## config.mk

```make
export PLATFORM = sky130hd
export DESIGN_NAME = priority_schedule_queue
export DESIGN_NICKNAME = d
export VERILOG_FILES = /design/src/hw/rtl/psq_pkg.sv /design/src/hw/rtl/psq_job_ram.sv /design/src/hw/rtl/priority_schedule_queue.sv
export SDC_FILE = /design/constraint.sdc
export NUM_CORES = 1
export LEC_CHECK = 0
export BUFFER_PORTS_ARGS = -buffer_cell sky130_fd_sc_hd__buf_2
export CELL_PAD_IN_SITES_DETAIL_PLACEMENT = 0
export CELL_PAD_IN_SITES_GLOBAL_PLACEMENT = 1
export CORE_MARGIN = 10
export CORE_UTILIZATION = 50
export DETAILED_ROUTE_END_ITERATION = 16
export PLACE_DENSITY_LB_ADDON = 0.05
export SLEW_MARGIN = 20
export SYNTH_ARGS = -nofsm -noshare
export SYNTH_HDL_FRONTEND = slang
export SYNTH_SLANG_ARGS = --single-unit
```

## constraint.sdc

```tcl
create_clock -name clk -period 5.4 [get_ports clk]
set_input_delay 0.54 -clock clk [delete_from_list [all_inputs] [get_ports clk]]
set_output_delay 0.54 -clock clk [all_outputs]
set_load 0.05 [all_outputs]
```

## src/hw/rtl/psq_pkg.sv

```systemverilog
package psq_pkg;

    localparam int TAG_W   = 24;
    localparam int PRIO_W  = 8;
    localparam int BURST_W = 16;
    localparam int TIME_W  = 20;

    localparam logic [1:0] OP_INSERT = 2'd0;
    localparam logic [1:0] OP_LIST   = 2'd1;
    localparam logic [1:0] OP_RUN    = 2'd2;
    localparam logic [1:0] OP_NONE   = 2'd3;

    localparam logic [1:0] ST_JOB   = 2'd0;
    localparam logic [1:0] ST_EMPTY = 2'd1;
    localparam logic [1:0] ST_FULL  = 2'd2;

    typedef struct packed {
        logic [1:0]         operation;
        logic [TAG_W-1:0]   job_tag;
        logic [PRIO_W-1:0]  job_priority;
        logic [BURST_W-1:0] job_burst;
    } in_word_t;

    typedef struct packed {
        logic [TAG_W-1:0]   out_tag;
        logic [PRIO_W-1:0]  out_priority;
        logic [BURST_W-1:0] out_burst;
        logic [TIME_W-1:0]  start_time;
        logic [TIME_W-1:0]  end_time;
        logic [1:0]         status;
        logic               last;
    } out_word_t;

    typedef struct packed {
        logic [TAG_W-1:0]   tag;
        logic [PRIO_W-1:0]  prio;
        logic [BURST_W-1:0] burst;
    } job_entry_t;

endpackage

```

## src/hw/rtl/psq_job_ram.sv

```systemverilog
module psq_job_ram #(
    parameter int DEPTH = 16,
    parameter int AW    = $clog2(DEPTH)
) (
    input  logic                clk,
    input  logic                wr_en,
    input  logic [AW-1:0]       wr_addr,
    input  psq_pkg::job_entry_t wr_data,
    input  logic [AW-1:0]       rd_addr,
    output psq_pkg::job_entry_t rd_data
);
    import psq_pkg::*;

    job_entry_t mem [DEPTH];

    always_ff @(posedge clk)
    begin
        if (wr_en)
        begin
            mem[wr_addr] <= wr_data;
        end
        rd_data <= mem[rd_addr];
    end

endmodule

```

## src/hw/rtl/priority_schedule_queue.sv

```systemverilog
// Channel  Role    Handshake               Word
// job      in      job_valid / job_stall   job_data   (psq_pkg::in_word_t)
// sched    out     sched_valid / sched_stall sched_data (psq_pkg::out_word_t)
//
// Insert: take the word, then read and compare each job moved up behind the new one,
//   then write the new job at the head or where the compare stops, and list the queue.
// List / run: per queued job, a store read, then the time add and output load.
// Refused insert or empty list / run: take the word, then load the status word.
// Reset clears the job count and the handshake state; store contents stay undefined.
// A stalled output word holds the sequencer in place; job_stall is high until the
//   last word of an item is loaded into the output register.
module priority_schedule_queue #(
    parameter int QUEUE_DEPTH = 16
) (
    input  logic               clk,
    input  logic               rst_n,
    input  logic               job_valid,
    output logic               job_stall,
    input  psq_pkg::in_word_t  job_data,
    output logic               sched_valid,
    input  logic               sched_stall,
    output psq_pkg::out_word_t sched_data
);
    import psq_pkg::*;

    localparam int AW = $clog2(QUEUE_DEPTH);
    localparam int CW = $clog2(QUEUE_DEPTH + 1);

    typedef enum logic [2:0] {
        S_IDLE,
        S_INS_RD,
        S_INS_CMP,
        S_EMIT_RD,
        S_EMIT_LD,
        S_STATUS
    } state_t;

    state_t          state_reg;
    logic [CW-1:0]   count_reg;
    logic [CW-1:0]   j_reg;
    logic [AW-1:0]   idx_reg;
    logic            run_reg;
    logic            out_valid_reg;
    logic            out_valid_next;

    job_entry_t      new_reg;
    logic [TIME_W-1:0] time_reg;
    logic [1:0]      status_reg;
    out_word_t       out_reg;

    logic            job_accept;
    logic            out_free;
    logic            out_load;
    out_word_t       load_word;
    logic            wr_en;
    logic [AW-1:0]   wr_addr;
    job_entry_t      wr_data;
    logic [AW-1:0]   rd_addr;
    job_entry_t      rd_data;
    logic            shift_up;
    logic [TIME_W:0] time_sum;
    logic [TIME_W-1:0] end_time;
    logic            is_last;

    assign job_accept  = job_valid && !job_stall;
    assign out_free    = !out_valid_reg || !sched_stall;
    assign out_load    = out_free && (state_reg == S_EMIT_LD || state_reg == S_STATUS);
    assign out_valid_next = out_load || (out_valid_reg && sched_stall);
    assign job_stall   = (state_reg != S_IDLE);
    assign sched_valid = out_valid_reg;
    assign sched_data  = out_reg;

    // new job goes behind every entry with smaller or equal priority
    assign shift_up = (rd_data.prio > new_reg.prio);

    assign time_sum = {1'b0, time_reg} + (TIME_W + 1)'(rd_data.burst);
    assign end_time = time_sum[TIME_W] ? {TIME_W{1'b1}} : time_sum[TIME_W-1:0];
    assign is_last  = ((CW'(idx_reg) + CW'(1)) == count_reg);

    always_comb
    begin
        load_word = '0;
        if (state_reg == S_STATUS)
        begin
            load_word.status = status_reg;
            load_word.last   = 1'b1;
        end
        else
        begin
            load_word.out_tag      = rd_data.tag;
            load_word.out_priority = rd_data.prio;
            load_word.out_burst    = rd_data.burst;
            load_word.start_time   = time_reg;
            load_word.end_time     = end_time;
            load_word.status       = ST_JOB;
            load_word.last         = is_last;
        end
    end

    always_comb
    begin
        if (state_reg == S_INS_RD)
        begin
            rd_addr = AW'(j_reg - CW'(1));
        end
        else
        begin
            rd_addr = idx_reg;
        end
    end

    always_comb
    begin
        wr_en   = 1'b0;
        wr_addr = AW'(j_reg);
        wr_data = new_reg;
        if (state_reg == S_INS_RD && j_reg == '0)
        begin
            wr_en = 1'b1;
        end
        else if (state_reg == S_INS_CMP)
        begin
            wr_en = 1'b1;
            if (shift_up)
            begin
                wr_data = rd_data;
            end
        end
    end

    psq_job_ram #(
        .DEPTH (QUEUE_DEPTH),
        .AW    (AW)
    ) u_job_ram (
        .clk     (clk),
        .wr_en   (wr_en),
        .wr_addr (wr_addr),
        .wr_data (wr_data),
        .rd_addr (rd_addr),
        .rd_data (rd_data)
    );

    always_ff @(posedge clk or negedge rst_n)
    begin
        if (!rst_n)
        begin
            state_reg     <= S_IDLE;
            count_reg     <= '0;
            j_reg         <= '0;
            idx_reg       <= '0;
            run_reg       <= 1'b0;
            out_valid_reg <= 1'b0;
            out_reg       <= '0;
        end
        else
        begin
            out_valid_reg <= out_valid_next;
            if (out_load)
            begin
                out_reg <= load_word;
            end
            unique case (state_reg)
                S_IDLE:
                begin
                    if (job_accept)
                    begin
                        run_reg <= (job_data.operation == OP_RUN);
                        idx_reg <= '0;
                        j_reg   <= count_reg;
                        unique case (job_data.operation)
                            OP_INSERT:
                            begin
                                if (count_reg == CW'(QUEUE_DEPTH))
                                begin
                                    state_reg <= S_STATUS;
                                end
                                else
                                begin
                                    state_reg <= S_INS_RD;
                                end
                            end
                            OP_LIST, OP_RUN:
                            begin
                                if (count_reg == '0)
                                begin
                                    state_reg <= S_STATUS;
                                end
                                else
                                begin
                                    state_reg <= S_EMIT_RD;
                                end
                            end
                            default:
                            begin
                                state_reg <= S_IDLE;
                            end
                        endcase
                    end
                end
                S_INS_RD:
                begin
                    if (j_reg == '0)
                    begin
                        count_reg <= count_reg + CW'(1);
                        state_reg <= S_EMIT_RD;
                    end
                    else
                    begin
                        state_reg <= S_INS_CMP;
                    end
                end
                S_INS_CMP:
                begin
                    if (shift_up)
                    begin
                        j_reg     <= j_reg - CW'(1);
                        state_reg <= S_INS_RD;
                    end
                    else
                    begin
                        count_reg <= count_reg + CW'(1);
                        state_reg <= S_EMIT_RD;
                    end
                end
                S_EMIT_RD:
                begin
                    state_reg <= S_EMIT_LD;
                end
                S_EMIT_LD:
                begin
                    if (out_free)
                    begin
                        if (is_last)
                        begin
                            state_reg <= S_IDLE;
                            if (run_reg)
                            begin
                                count_reg <= '0;
                            end
                        end
                        else
                        begin
                            idx_reg   <= idx_reg + AW'(1);
                            state_reg <= S_EMIT_RD;
                        end
                    end
                end
                S_STATUS:
                begin
                    if (out_free)
                    begin
                        state_reg <= S_IDLE;
                    end
                end
                default:
                begin
                    state_reg <= S_IDLE;
                end
            endcase
        end
    end

    always_ff @(posedge clk)
    begin
        if (state_reg == S_IDLE && job_accept)
        begin
            new_reg.tag   <= job_data.job_tag;
            new_reg.prio  <= job_data.job_priority;
            new_reg.burst <= job_data.job_burst;
            time_reg      <= '0;
            status_reg    <= (job_data.operation == OP_INSERT) ? ST_FULL : ST_EMPTY;
        end
        else if (state_reg == S_EMIT_LD && out_free)
        begin
            time_reg <= end_time;
        end
    end

`ifndef SYNTHESIS
    a_count_bound: assert property (@(posedge clk) disable iff (!rst_n)
        count_reg <= CW'(QUEUE_DEPTH))
        else $error("job count above queue depth");

    a_status_last: assert property (@(posedge clk) disable iff (!rst_n)
        (sched_valid && sched_data.status != ST_JOB) |-> sched_data.last)
        else $error("status word without last");

    a_time_order: assert property (@(posedge clk) disable iff (!rst_n)
        (sched_valid && sched_data.status == ST_JOB)
            |-> (sched_data.end_time >= sched_data.start_time))
        else $error("end time before start time");

    a_busy_after_op: assert property (@(posedge clk) disable iff (!rst_n)
        (job_accept && job_data.operation != OP_NONE) |=> job_stall)
        else $error("operation accepted without sequencer going busy");

    a_emit_in_range: assert property (@(posedge clk) disable iff (!rst_n)
        (state_reg == S_EMIT_LD) |-> (CW'(idx_reg) < count_reg))
        else $error("listing index past job count");
`endif

endmodule
```

=== After elaboration in Yosys (flattened, before gate mapping) ===
Memory sizes are Yosys's and may differ from the RTL's. A register that Yosys moved wholly into a read port is not among the register bits.
Cells that the tools add are included.

* Logic and storage cells: 104
* Memory bits (read-only): 0
* Bits in writable memories: 768
* Latch bits: 0
* Register bits: 180
* Memories kept: 1
* Input port bits: 54

{| class="wikitable"
|+ Memory list
! memory !! words !! width !! read ports !! clocked after Yosys merged registers in !! write ports !! RTL line !! text
|-
| u_job_ram.mem || 16 || 48 || 1 || 1 || 1 || psq_job_ram.sv:14 || <nowiki>job_entry_t mem [DEPTH];</nowiki>
|}

* Equality and inequality tests: 18
* Shift-type cells: 0
* Reductions and logical operators: 26
* Add/subtract/negate cells: 5
* $mul: 0
* Multiplexer cells: 35
* Divide/modulo/power cells: 0
* Bitwise gates (word level): 0
* Order comparisons: 1

{| class="wikitable"
|+ Operators by type and width
! cell !! count
|-
| $mux 48 || 3
|-
| $mux 88 || 1
|-
| $mux 5 || 7
|-
| $add 20x16->21 || 1
|-
| $mux 20 || 1
|-
| $mux 3 || 6
|-
| $pmux 3 s6 || 1
|-
| $mux 4 || 4
|-
| $ne 2x2->1 const B || 8
|-
| $pmux 5 s3 || 1
|-
| $logic_not 5->1 || 2
|-
| $pmux 5 s2 || 1
|-
| $gt 8x8->1 || 1
|-
| $pmux 4 s2 || 1
|-
| $eq 3x2->1 const B || 2
|-
| $eq 3x3->1 const B || 2
|-
| $logic_and 1x1->1 || 6
|-
| $mux 2 || 3
|-
| $pmux 3 s2 || 1
|-
| $reduce_and 3->1 || 2
|-
| $reduce_and 6->1 || 1
|-
| $reduce_bool 3->1 || 2
|-
| $add 4x1->5 const B || 1
|-
| $add 5x1->5 const B || 1
|-
| other kinds (17) || 26
|}

=== Longest topological paths before layout ===
* Depth after elaboration: 5
* Mapped depth: 10
* Mapped depth without buffers: 8

=== Modules after synthesis ===
Synthesis repeated with hierarchy kept, for this count alone.

* Cells, all modules: 2133
* Area, all modules: 38703.4 µm²

{| class="wikitable"
|+ By module, submodules not included
! module !! cells each !! area each (µm²) !! sequential area each (µm²) !! times used
|-
| psq_job_ram || 1242 || 29691.0 || 24023.0 || 1
|-
| priority_schedule_queue || 891 || 9012.4 || 4654.5 || 1
|}

=== Least setup slack after synthesis ===
Ideal clock, no wire load.

* Path type: register -> register
* Start point: register j_reg[0]
* End point: memory u_job_ram.mem[0][0] (netlist bit) (enable)
* Arrival: 2.735 ns
* Period minus slack after synthesis: 3.146 ns
* Data required time: 4.990 ns
* Buffers on the path: 1
* Cell stages (with the launch flop): 8
* Setup slack: 2.254 ns
* Cell sequence: dfrtp_1 -> inv_1 -> ha_1 -> clkbuf_1 -> nor4b_1 -> a21oi_1 -> nor3_1 -> and2_1

* Longest elaborated chain between the ends: 5

{| class="wikitable"
|+ Ends and longest elaborated chain
! item !! RTL line !! text
|-
| start, declared || priority_schedule_queue.sv:40 || <nowiki>logic [CW-1:0] j_reg;</nowiki>
|-
| start signal, assigned || priority_schedule_queue.sv:169 || <nowiki>j_reg <= count_reg;</nowiki>
|-
| start signal, assigned || priority_schedule_queue.sv:216 || <nowiki>j_reg <= j_reg - CW'(1);</nowiki>
|-
| $logic_not 5->1 || priority_schedule_queue.sv:117 || <nowiki>if (state_reg == S_INS_RD && j_reg == '0)</nowiki>
|-
| $logic_and 1x1->1 || priority_schedule_queue.sv:117 ||
|-
| $mux 1 || priority_schedule_queue.sv:117 ||
|-
| $mux 1 || psq_job_ram.sv:18 || <nowiki>if (wr_en)</nowiki>
|-
| $mux 1 (implied by the code) || psq_job_ram.sv:20 || <nowiki>mem[wr_addr] <= wr_data;</nowiki>
|-
| end, declared || psq_job_ram.sv:14 ||
|}

Parallel ways exist; a longest one is shown, timed or not.

=== Final worst setup path ===
* Start point: register state_reg[0]
* End point: memory u_job_ram.mem[3][5] (netlist bit) (enable)

* Longest elaborated chain between the ends: 5
* Elaborated cells between the ends (all ways): 7
* Those cells by class: 2 x eq/ne; 4 x mux; 1 x reduce/logical

{| class="wikitable"
|+ Ends and longest elaborated chain
! item !! RTL line !! text
|-
| start, declared || priority_schedule_queue.sv:38 || <nowiki>state_t state_reg;</nowiki>
|-
| start signal, assigned || priority_schedule_queue.sv:147 || <nowiki>state_reg <= S_IDLE;</nowiki>
|-
| start signal, assigned || priority_schedule_queue.sv:175 || <nowiki>state_reg <= S_STATUS;</nowiki>
|-
| start signal, assigned || priority_schedule_queue.sv:179 || <nowiki>state_reg <= S_INS_RD;</nowiki>
|-
| $eq 3x2->1 / $eq 3x1->1 (equally long branches) || priority_schedule_queue.sv:121, priority_schedule_queue.sv:117 ||
|-
| $mux 1 / $logic_and 1x1->1 (equally long branches) || priority_schedule_queue.sv:121, priority_schedule_queue.sv:117 ||
|-
| $mux 1 * || priority_schedule_queue.sv:117 ||
|-
| $mux 1 * || psq_job_ram.sv:18 ||
|-
| $mux 1 (implied by the code) * || psq_job_ram.sv:20 ||
|}

Every way passes the cells marked *; elsewhere a longest branch is shown, timed or not.

==> out/results.tsv <==
metric	value	unit
Peak VDD IR	0.000425	V
Seq pwr share	0.387	
Int Power	17.8	mW
WL final	89700	um
fmax	270	MHz
worst hold-check path type	in2reg	
Ports	147	
TritonCTS clock tree	yes	
RSZ-0062 raised after global routing	no	
max reg flops	768	
Max Cap Viol	0	
Largest Register	u_job_ram.mem	
outcome	complete, no violations	
Post-Synth Simple-Gate Area	0.0361	
post-place setup slack	1.67	ns
pwr/cell area	595	mW/mm^2
combinational share of power	0.363	
xor and xnor area share after synthesis	0.00407	
pin count of the biggest net entering global routing	95	
DRC viols	0	
Die Y-Extent	306	um
clk buf depth	3	
# clock sinks	996	
core area	0.0808	mm^2
syn avg cell area	16.3	um^2
Critical Path End Type	flop	
H-tree depth	3	
Starting Density	0.506	
crit path launch type	flop	
Static Leak	17.7	nW
post-CTS setup-driven buffer insertion count	0	
# diodes	0	
post-synthesis compound-gate area fraction	0.0350	
multiplexer share of the synthesized area	0.191	
crit path time final	3.70	ns
final setup slack of the worst path	1.70	ns
top cell type's share of synthesized area	0.601	
Hold EP	new_reg[37]	
post-synthesis adder-cell area fraction	0.0109	
per-cell routed wire length	23.4	um
EDFF count, synth	818	
max-slew violations	0	
part of the cycle the worst path needs	0.686	
R2R Setup Slk	1.70	ns
Post-DRT Antenna Nets	0	
RD Place Congestion	0.817	
Reg2Reg Capture Point	u_job_ram.mem[3][5]	
top post-synthesis cells by area	edfxtp_1, mux2i_1, dfrtp_1	
final hold violations	0	
Clk Latency, worst-skew pair	0.65	ns
number of hold buffers added after cts	1	
WHS	0.0663	ns
Worst Path Class, Setup	reg2reg	
R2R cell count	7	
# rows	104	
Rel. slew slack	0.348	
Total GRT Usage	0.189	
Mapped Nets	2603	
initial antenna violation count	1	
HP Start	job_data[37]	
register area share after synthesis	0.702	
Distinct cells, synth	66	
Area after DPL	0.0429	mm^2
skew final	0.0158	ns
Die W	306	um
CP required	5.72	ns
CP Data Arrival Time	4.03	ns
Final TNS setup	0	ns
via/cell ratio	5.59	
first-pass GRT wire length	137000	um
number of global-route vias before repair	22000	
# setup viols final	0	
post-synthesis cell count	2514	
count of input and output buffers	146	
nets	2772	
origin of the critical flop-to-flop path	state_reg[0]	
Area Overhead vs Synth	13.1	%
actual slew at the worst max-slew pin	0.979	ns
Die Area	0.0936	mm^2
# placed instances	3637	
Final Cell Area	0.0462	mm^2
sw power	9.67	mW
clock share of power	0.250	
non-filler instance count after layout	3833	
CTS buffer count	103	
fillers	6261	
Syn Std Cell Area	0.0409	mm^2
post-synthesis register bit count	996	
Synthesis Warnings	0	
Hold Crit Depth	1	
DR iter-0 viols	1375	
asr flop ratio synth	0.110	
CTS Root Cell	clkbuf_16	
first drt pass iteration count	5	
Synth Flop Type	edfxtp_1	
CP Max Fanout	76	
sw frac	0.352	
largest family of logic cells by synthesized area	multiplexers	
clock slew seen by the registers of the worst setup and hold paths	0.06	ns
share of cells above drive strength 1	0.154	
post_cts resized	0	
post-DP HPWL	52000	um
Synth area leader	edfxtp_1	
Vias	21400	
Overflow after GRT	0	
-- layer usage --
layer	track usage	routed length, um	vias up
met2	0.315	43400	434
met4	0.0525	1850	0
met5	0	0	-
li1	-	-	9923
met3	0.0249	3320	129
met1	0.259	41100	10900
-- cell usage after synthesis (6+ instances only) --
cell type  count
a22oi_1        6
o21ai_0      117
nand3_1        8
buf_2         43
inv_1         23
and2_1        21
nor2_1        29
mux2i_1      725
nand4_1        6
a31oi_1        7
o211ai_1       7
dfxtp_1       68
a21oi_1       45
buf_4         22
edfxtp_1     818
nand2b_1      70
xnor2_1       14
ha_1          34
nor3_1         8
clkbuf_1      41
a21o_1         6
dfrtp_1      110
buf_6         21
mux2_2        48
nand2_1      126
-- critical path: stages (launching register included) --
cell and delay (ns):
dfrtp_2 0.40, buf_4 0.39, nor2_1 0.27, and2_1 0.50, a21oi_1 0.25, nor3_1 0.52
and2_2 0.71, buf_12 0.29
-- worst max-delay path by stage --
stage                 startpoint                   end  slack (ns)  depth (start not counted)
detailed placement  state_reg[0]   u_job_ram.mem[0][3]        1.67                          7
finish              state_reg[0]   u_job_ram.mem[3][5]        1.70                          7
global placement    state_reg[0]   u_job_ram.mem[0][2]        1.69                          7
CTS                 state_reg[0]  u_job_ram.mem[1][11]        1.70                          7
global route        state_reg[0]  u_job_ram.mem[3][11]        1.43                          7
floorplan               j_reg[0]   u_job_ram.mem[0][0]        2.25                          7
-- cells in the final DEF, fill, tap and decap left out, drive strengths merged, types with 34 or more instances in the layout --
cell / netlist / final
dfrtp: 110 / 110
dfxtp: 68 / 68
buf: 91 / 196
mux2i: 725 / 725
edfxtp: 818 / 818
o21ai: 119 / 119
nand2: 126 / 126
mux2: 48 / 48
ha: 34 / 34
nand2b: 70 / 70
clkbuf: 42 / 156
a21oi: 45 / 45
-- cells by family after synthesis --
logic type / count (synthesis)
flip-flops: 996
adder cells (fa/ha/maj): 35
buffers and inverters: 156
AO/OA/AOI/OAI: 240
AND/OR/NAND/NOR: 295
multiplexers: 773
XOR/XNOR: 19
-- power groups by stage --
stage	Clock (mW)	Sequential, mW	Combinational (mW)
floorplan	0	11.4	6.83
global placement	0	10.8	9.93
detailed placement	0	10.8	10.1
CTS	7.05	10.7	10.1
global route	7.38	10.7	10.8
finish	6.89	10.6	9.98
-- metrics by stage --
step | power, mW | util
floorplan | 18.3 | -
global placement | 20.7 | 0.531
detailed placement | 20.9 | 0.531
CTS | 27.8 | 0.572
global route | 29.0 | 0.572
finish | 27.5 | 0.572
-- cell type report --
type	instances	area (um^2)	share of cell area
Timing Repair Buffer	197	1390	0.0300
Clock inverter	39	335	0.00726
Multi-Input combinational cell	1362	11400	0.247
Clock buffer	156	2980	0.0645
Sequential cell	996	28700	0.621
Tap cell	1060	1330	0.0287
Inverter	23	86.3	0.00187
(Power assumes the default switching activity.)
